--- src/rtl/swmm_pkg.sv ---
package swmm_pkg;

    localparam int IN_TDATA_W  = 32;
    localparam int MEAN_W      = 32;
    localparam int MIN_W       = 32;
    localparam int MAX_W       = 32;
    localparam int FILL_W      = 5;
    localparam int OUT_FIELD_W = MEAN_W + MIN_W + MAX_W + FILL_W;
    localparam int OUT_TDATA_W = ((OUT_FIELD_W + 7) / 8) * 8;
    localparam int OUT_PAD_W   = OUT_TDATA_W - OUT_FIELD_W;

    typedef enum logic [2:0] {
        S_IDLE = 3'b001,
        S_RUN  = 3'b010,
        S_DONE = 3'b100
    } t_state;

    typedef struct packed {
        logic busy;
        logic done;
    } t_div_stat;

endpackage

--- src/rtl/swmm_cell.sv ---
module swmm_cell #(
    parameter int DATA_W = 32
) (
    input  logic              i_clk,
    input  logic              i_rst_n,
    input  logic              i_shift,
    input  logic [DATA_W-1:0] i_data,
    input  logic              i_valid,
    output logic [DATA_W-1:0] o_data,
    output logic              o_valid
);

    logic [DATA_W-1:0] r_data;
    logic              r_valid;

    always_ff @(posedge i_clk) begin
        if (!i_rst_n) begin
            r_valid <= 1'b0;
        end else if (i_shift) begin
            r_valid <= i_valid;
        end
    end

    always_ff @(posedge i_clk) begin
        if (i_shift) begin
            r_data <= i_data;
        end
    end

    assign o_data  = r_data;
    assign o_valid = r_valid;

endmodule

--- src/rtl/swmm_div.sv ---
module swmm_div #(
    parameter int DVD_W = 37,
    parameter int DVS_W = 5
) (
    input  logic                i_clk,
    input  logic                i_rst_n,
    input  logic                i_start,
    input  logic [DVD_W-1:0]    i_dividend,
    input  logic [DVS_W-1:0]    i_divisor,
    output swmm_pkg::t_div_stat o_stat,
    output logic [DVD_W-1:0]    o_quotient
);

    localparam int STEP_W = $clog2(DVD_W + 1);

    logic [DVD_W-1:0]  r_quo;
    logic [DVS_W-1:0]  r_rem;
    logic [DVS_W-1:0]  r_dvs;
    logic [STEP_W-1:0] r_step;
    logic              r_busy;
    logic              r_done;

    logic [DVS_W:0]    w_trial;
    logic [DVS_W:0]    w_diff;
    logic              w_qbit;

    assign w_trial = {r_rem, r_quo[DVD_W-1]};
    assign w_qbit  = (w_trial >= {1'b0, r_dvs});
    assign w_diff  = w_trial - {1'b0, r_dvs};

    always_ff @(posedge i_clk) begin
        if (!i_rst_n) begin
            r_busy <= 1'b0;
            r_done <= 1'b0;
            r_step <= '0;
        end else if (i_start) begin
            r_busy <= 1'b1;
            r_done <= 1'b0;
            r_step <= '0;
        end else if (r_busy) begin
            r_step <= r_step + STEP_W'(1);
            if (r_step == STEP_W'(DVD_W - 1)) begin
                r_busy <= 1'b0;
                r_done <= 1'b1;
            end
        end
    end

    always_ff @(posedge i_clk) begin
        if (i_start) begin
            r_quo <= i_dividend;
            r_rem <= '0;
            r_dvs <= i_divisor;
        end else if (r_busy) begin
            r_quo <= {r_quo[DVD_W-2:0], w_qbit};
            r_rem <= w_qbit ? w_diff[DVS_W-1:0] : w_trial[DVS_W-1:0];
        end
    end

    assign o_stat.busy = r_busy;
    assign o_stat.done = r_done;
    assign o_quotient  = r_quo;

endmodule

--- src/rtl/sliding_window_mean_min_max.sv ---
// Channel   Dir  Fields in tdata (lowest bit up)
// s_axis    in   sample[31:0]
// m_axis    out  window_mean[31:0], window_min[63:32], window_max[95:64],
//                fill_count[100:96], zero pad [103:101]
//
// Each item goes through a bit-serial divider that forms the mean, while the
// cell chain rotates once in parallel to find the minimum and maximum.
// The result sits in an output register, so the next sample is taken as soon
// as the engine is free while the result waits on m_axis_tready.
// Reset is synchronous, active low, and empties the window.
module sliding_window_mean_min_max #(
    parameter int WINDOW      = 20,
    parameter int SAMPLE_BITS = 32
) (
    input  logic                             i_clk,
    input  logic                             i_rst_n,
    input  logic                             s_axis_tvalid,
    output logic                             s_axis_tready,
    input  logic [swmm_pkg::IN_TDATA_W-1:0]  s_axis_tdata,  // sample
    output logic                             m_axis_tvalid,
    input  logic                             m_axis_tready,
    output logic [swmm_pkg::OUT_TDATA_W-1:0] m_axis_tdata   // mean, min, max, fill_count
);

    localparam int CNT_W = $clog2(WINDOW + 1);
    localparam int SUM_W = SAMPLE_BITS + CNT_W;

    swmm_pkg::t_state r_state, n_state;

    logic [CNT_W-1:0]                 r_count;
    logic [SUM_W-1:0]                 r_sum;
    logic [CNT_W-1:0]                 r_scan_cnt;
    logic [SAMPLE_BITS-1:0]           r_min;
    logic [SAMPLE_BITS-1:0]           r_max;
    logic                             r_m_valid;
    logic [swmm_pkg::OUT_TDATA_W-1:0] r_m_data;

    logic [SAMPLE_BITS-1:0] w_data [WINDOW];
    logic                   w_valid [WINDOW];
    logic [SAMPLE_BITS-1:0] w_head_data;
    logic                   w_head_valid;
    logic [SAMPLE_BITS-1:0] w_sample;
    logic [SAMPLE_BITS-1:0] w_tail;
    logic                   w_tail_valid;
    logic                   w_accept;
    logic                   w_rotate;
    logic                   w_shift;
    logic                   w_div_start;
    logic                   w_out_free;
    logic [SUM_W-1:0]       w_quo;
    swmm_pkg::t_div_stat    w_div_stat;

    assign w_sample     = SAMPLE_BITS'(s_axis_tdata);
    assign w_tail       = w_data[WINDOW-1];
    assign w_tail_valid = w_valid[WINDOW-1];

    assign s_axis_tready = (r_state == swmm_pkg::S_IDLE);
    assign w_accept      = s_axis_tvalid && s_axis_tready;
    assign w_rotate      = (r_state == swmm_pkg::S_RUN) && (r_scan_cnt != CNT_W'(WINDOW));
    assign w_shift       = w_accept || w_rotate;
    assign w_head_data   = w_accept ? w_sample : w_tail;
    assign w_head_valid  = w_accept ? 1'b1 : w_tail_valid;
    assign w_div_start   = (r_state == swmm_pkg::S_RUN) && (r_scan_cnt == '0)
                           && !w_div_stat.busy;
    assign w_out_free    = !r_m_valid || m_axis_tready;

    genvar k;
    generate
        for (k = 0; k < WINDOW; k++) begin : g_cell
            if (k == 0) begin : g_head
                swmm_cell #(.DATA_W(SAMPLE_BITS)) u_cell (
                    .i_clk   (i_clk),
                    .i_rst_n (i_rst_n),
                    .i_shift (w_shift),
                    .i_data  (w_head_data),
                    .i_valid (w_head_valid),
                    .o_data  (w_data[k]),
                    .o_valid (w_valid[k])
                );
            end else begin : g_body
                swmm_cell #(.DATA_W(SAMPLE_BITS)) u_cell (
                    .i_clk   (i_clk),
                    .i_rst_n (i_rst_n),
                    .i_shift (w_shift),
                    .i_data  (w_data[k-1]),
                    .i_valid (w_valid[k-1]),
                    .o_data  (w_data[k]),
                    .o_valid (w_valid[k])
                );
            end
        end
    endgenerate

    swmm_div #(.DVD_W(SUM_W), .DVS_W(CNT_W)) u_div (
        .i_clk      (i_clk),
        .i_rst_n    (i_rst_n),
        .i_start    (w_div_start),
        .i_dividend (r_sum),
        .i_divisor  (r_count),
        .o_stat     (w_div_stat),
        .o_quotient (w_quo)
    );

    always_comb begin
        n_state = r_state;
        case (r_state)
            swmm_pkg::S_IDLE: begin
                if (w_accept) n_state = swmm_pkg::S_RUN;
            end
            swmm_pkg::S_RUN: begin
                if (r_scan_cnt == CNT_W'(WINDOW) && w_div_stat.done)
                    n_state = swmm_pkg::S_DONE;
            end
            swmm_pkg::S_DONE: begin
                if (w_out_free) n_state = swmm_pkg::S_IDLE;
            end
            default: n_state = swmm_pkg::S_IDLE;
        endcase
    end

    always_ff @(posedge i_clk) begin
        if (!i_rst_n) begin
            r_state   <= swmm_pkg::S_IDLE;
            r_count   <= '0;
            r_sum     <= '0;
            r_m_valid <= 1'b0;
        end else begin
            r_state <= n_state;
            if (w_accept) begin
                // drop the oldest sample once the window is full
                r_sum <= r_sum + SUM_W'(w_sample)
                         - (w_tail_valid ? SUM_W'(w_tail) : SUM_W'(0));
                if (r_count != CNT_W'(WINDOW)) r_count <= r_count + CNT_W'(1);
            end
            if (r_state == swmm_pkg::S_DONE && w_out_free) begin
                r_m_valid <= 1'b1;
            end else if (m_axis_tready) begin
                r_m_valid <= 1'b0;
            end
        end
    end

    always_ff @(posedge i_clk) begin
        if (w_accept) begin
            r_scan_cnt <= '0;
            r_min      <= '1;
            r_max      <= '0;
        end else if (w_rotate) begin
            r_scan_cnt <= r_scan_cnt + CNT_W'(1);
            if (w_tail_valid) begin
                if (w_tail < r_min) r_min <= w_tail;
                if (w_tail > r_max) r_max <= w_tail;
            end
        end
        if (r_state == swmm_pkg::S_DONE && w_out_free) begin
            r_m_data <= {{swmm_pkg::OUT_PAD_W{1'b0}},
                         swmm_pkg::FILL_W'(r_count),
                         swmm_pkg::MAX_W'(r_max),
                         swmm_pkg::MIN_W'(r_min),
                         swmm_pkg::MEAN_W'(w_quo)};
        end
    end

    assign m_axis_tvalid = r_m_valid;
    assign m_axis_tdata  = r_m_data;

endmodule

--- config.mk ---
export PLATFORM = sky130hd
export DESIGN_NAME = sliding_window_mean_min_max
export DESIGN_NICKNAME = d
export VERILOG_FILES = /design/src/rtl/swmm_pkg.sv /design/src/rtl/swmm_cell.sv /design/src/rtl/swmm_div.sv /design/src/rtl/sliding_window_mean_min_max.sv
export SDC_FILE = /design/constraint.sdc
export NUM_CORES = 1
export LEC_CHECK = 0
export ABC_AREA = 0
export BUFFER_PORTS_ARGS = -buffer_cell sky130_fd_sc_hd__buf_2
export CAP_MARGIN = 20
export CORE_AREA = 3 3 322 324
export DETAILED_ROUTE_END_ITERATION = 10
export DIE_AREA = 0 0 325 327
export GPL_ROUTABILITY_DRIVEN = 0
export GPL_TIMING_DRIVEN = 0
export MAX_ROUTING_LAYER = met4
export PLACE_DENSITY = 0.53
export SETUP_SLACK_MARGIN = 0.5
export SYNTH_ARGS = -nofsm -noshare
export SYNTH_HDL_FRONTEND = slang
export SYNTH_SLANG_ARGS = --single-unit
--- constraint.sdc ---
create_clock -name i_clk -period 22.1 [get_ports i_clk]
set_input_delay 4.42 -clock i_clk [delete_from_list [all_inputs] [get_ports i_clk]]
set_output_delay 4.42 -clock i_clk [all_outputs]
set_load 0.03 [all_outputs]
==> flow_metrics.tcl <==
set metrics [dict create \
    grt_max_degree 126 \
    grt_overflow 0 \
    tightest_slew_ns 0.964 \
    ys.flop_type "edfxtp_1" \
    required_ns 22.60 \
    hold_path.class "register to register" \
    synthCells 2287 \
    drt_iter0_drc 1612 \
    worstSetupPathType "input pin to register" \
    worstPathArrival_ns 7.83 \
    pin_count 142 \
    p_leak_uw 0.0153 \
    drc_errors 0 \
    critical_path.max_fanout 8 \
    ys_seq_area_share_pct 75.2 \
    seq_area_mm2 0.0265 \
    netlist-cell-type-count 68 \
    cts_tree "yes" \
    cts_root_buf "clkbuf_16" \
    synthTopCellsByArea "edfxtp_1 67%, dfxtp_1 8.4%, ha_1 3.9%" \
    crit_end "r_sum[34]$_SDFFE_PN0P_" \
    post-cts-setup-buffers 0 \
    fmax_ghz 0.137 \
    postSynthAreaPerCell_um2 15.4 \
    synth_edf_count 783 \
    power_density_mw_per_mm2 111 \
    initial_utilization_pct 34.7 \
    dr.pass1.iters 5 \
    yosysTopAreaCell "edfxtp_1" \
    maxCapViolCount 0 \
    path_cells "buf_2 > inv_1 > fa_1 > inv_1 > ha_1 > clkbuf_1 > nand3_1 > nor3_1 > nand2b_1 > o21ai_1 > a21oi_1 > o31ai_1 > mux2i_1 > o22ai_1" \
    antenna_found_initial 15 \
    wl_met2_um 34500 \
    core_area_mm2 0.101 \
    wl_met3_um 5230 \
    cts_max_path_buffers 3 \
    worstSetupStartpoint "s_axis_tdata[17]" \
    fillers 9296 \
    syn_area_mm2 0.0352 \
    worst_r2r_path_depth 9 \
    vias 18676 \
    grt_pass1_vias 18745 \
    final_max_slew_viol_count 0 \
    r2r_slack_ns 17.73 \
    area_growth_pct 16.6 \
    hold_violations 0 \
    drive_above_1_share_pct 14.2 \
    total_power_uw 4550 \
    row_count 117 \
    routed_wirelength_um 74400 \
    wl_met1_um 32800 \
    dp_hpwl_um 51800 \
    rsz0062_at_grt "no" \
    setup_viol 0 \
    cts_htree_levels 3 \
    ys_warn_count 0 \
    slew_headroom_pct 35.7 \
    wl_per_cell_um 18.6 \
    yosys.area.top_type_share_pct 66.8 \
    async_reset_ff_share_pct 0 \
    clock-sinks 931 \
    min_period_over_period_pct 33.1 \
    fin_nets 2720 \
    ys_ff_latch 931 \
    fin_area_mm2 0.0410 \
    clkLatencyLatePin_ns 0.66 \
    dieArea_mm2 0.106 \
    finClkSkew_ns 0.0245 \
    dpl_cell_area_mm2 0.0379 \
    outcome "complete, no violations" \
    tns_ns 0 \
    grt_pass1_wl_um 113000 \
    rr_endpoint "g_cell[17].g_body.u_cell.o_data[19]$_DFFE_PP_" \
    grt_use_total_pct 14.3 \
    fp.dieW_um 325 \
    slowest_delay_ns 0.57 \
    multiInputGateArea_mm2 0.00754 \
    cts_buffers 96 \
    path_common_cell "inv_1" \
    cp_slowest_cell "fa_1" \
    die_y_um 327 \
    path_clk_slew_ns 0.06 \
    io_buffers 138 \
    period_minus_slack_ns 7.33 \
    start_kind "input pin" \
    irDropWorstVdd_uv 67.0 \
    hold_buffers 0 \
    via_per_inst 4.67 \
    highest_layer "met4" \
    hold_depth 0 \
    r2r-start "r_state[0]$_SDFFE_PN1P_" \
    worstSetupEndpointType "register" \
    ctsResizeCount 0 \
    ant_nets 0 \
]
cell usage after synthesis (7+ instances only):
cell type	n
edfxtp_1	783
inv_1	225
nand2_1	175
dfxtp_1	148
ha_1	111
a21oi_1	105
o21ai_0	70
nor2_1	64
clkbuf_1	57
a21o_1	45
mux2i_1	44
nand3_1	44
mux2_2	40
o21ai_1	37
and2_1	36
nor3_1	34
fa_1	33
nand4_1	27
xnor2_1	24
a211oi_1	14
xor2_1	14
nor2b_1	13
a21oi_2	10
o21a_1	10
o31ai_1	9
and3_1	8
buf_2	8
o211ai_1	8
nand2b_1	7
kinds of logic (layout without fill, tap and decap cells):
group,after synthesis,in the layout,share of synthesized area [%]
AND/OR/NAND/NOR,436,436,5.97
other,1,10,0.0107
flip-flops,931,931,75.2
AO/OA/AOI/OAI,349,349,6.12
multiplexers,84,84,2.53
adder cells (fa/ha/maj),144,144,5.82
buffers and inverters,304,636,3.41
XOR/XNOR,38,38,0.945
metal layers:
layer	GRT usage (%)	vias to the layer above
li1	-	8825
met1	18.6	9222
met2	22.0	499
met3	3.61	130
met4	4.74	0
met5	-	-
how the worst min path moves through the flow:
stage                                                       start                                             to  slack [ns]
floorplan             g_cell[9].g_body.u_cell.o_data[0]$_DFFE_PP_   g_cell[10].g_body.u_cell.o_data[0]$_DFFE_PP_        0.40
global placement     g_cell[7].g_body.u_cell.o_data[23]$_DFFE_PP_   g_cell[8].g_body.u_cell.o_data[23]$_DFFE_PP_        0.40
detailed placement   g_cell[9].g_body.u_cell.o_data[17]$_DFFE_PP_  g_cell[10].g_body.u_cell.o_data[17]$_DFFE_PP_        0.40
CTS                 g_cell[17].g_body.u_cell.o_data[13]$_DFFE_PP_  g_cell[18].g_body.u_cell.o_data[13]$_DFFE_PP_        0.41
global route          g_cell[3].g_body.u_cell.o_data[1]$_DFFE_PP_    g_cell[4].g_body.u_cell.o_data[1]$_DFFE_PP_        0.41
finish               g_cell[16].g_body.u_cell.o_data[1]$_DFFE_PP_   g_cell[17].g_body.u_cell.o_data[1]$_DFFE_PP_        0.40
cell usage in the layout, fill, tap and decap left out, types with 9 or more instances in the layout:
cell type,Yosys,layout
xnor2_1,24,24
o21a_1,10,10
clkinv_2,0,12
and2_1,36,36
buf_6,4,10
a21oi_2,10,10
nand3_1,44,44
a21oi_1,105,105
clkbuf_8,0,11
edfxtp_1,783,783
nor2_1,64,64
nand4_1,27,27
clkinv_1,0,13
buf_2,8,146
o21ai_0,70,70
o21ai_1,37,37
clkbuf_16,0,99
xor2_1,14,14
nand2_1,175,175
fa_1,33,33
clkbuf_1,57,83
o31ai_1,9,9
nor3_1,34,33
nor2b_1,13,13
ha_1,111,111
dfxtp_1,148,148
a211oi_1,14,14
a21o_1,45,45
mux2i_1,44,44
inv_1,225,224
mux2_2,40,40
flip-flops by register name, summed over array words and instances, names as in the netlist:
register and count:
g_cell.g_body.u_cell.o_data 608, m_axis_tdata 101, r_sum 37, u_div.o_quotient 37, g_cell.g_head.u_cell.o_data 32, r_max 32
r_min 32, g_cell.g_body.u_cell.o_valid 19, u_div.r_step 6, r_count 5, r_scan_cnt 5, u_div.r_dvs 5
u_div.r_rem 5, r_state 3, g_cell.g_head.u_cell.o_valid 1, m_axis_tvalid 1, u_div.r_busy 1, u_div.r_done 1
where the power goes:
group          leakage [µW]  internal (µW)  total, µW  switching, µW
clock               0.00153            930       1590            657
sequential          0.00860           2190       2280           97.2
combinational       0.00517            245        682            437
total                0.0153           3360       4550           1190
through the flow:
stage	setup slack (ns)	cells	utilization [%]	hold slack [ns]
2_1_floorplan	8.46	2289	-	0.400
3_3_place_gp	5.12	3795	37.1	0.400
3_5_place_dp	14.12	3810	37.3	0.405
4_1_cts	14.83	3989	40.4	0.410
5_1_grt	14.47	3994	40.4	0.410
6_report	14.77	3996	40.5	0.405
final cells by class:
class / count / share of cell area [%]
antenna: 7 / 0.0427
buffer: 78 / 0.881
clock buffer: 136 / 6.62
clock inverter: 43 / 1.03
inverter: 226 / 2.07
multi-input combinational: 1054 / 18.4
sequential: 931 / 64.5
tap: 1368 / 4.17
timing repair buffer: 153 / 2.29
worst max-delay path: cells and delay by family:
family / cells / cell delay [ns]
AOI/OAI and AO/OA: 4 / 1.21
adders and majority gates: 2 / 0.83
buffers and inverters: 4 / 0.60
muxes: 1 / 0.23
and+or+nand+nor: 3 / 0.52
Power figures use the tool's default switching activity.
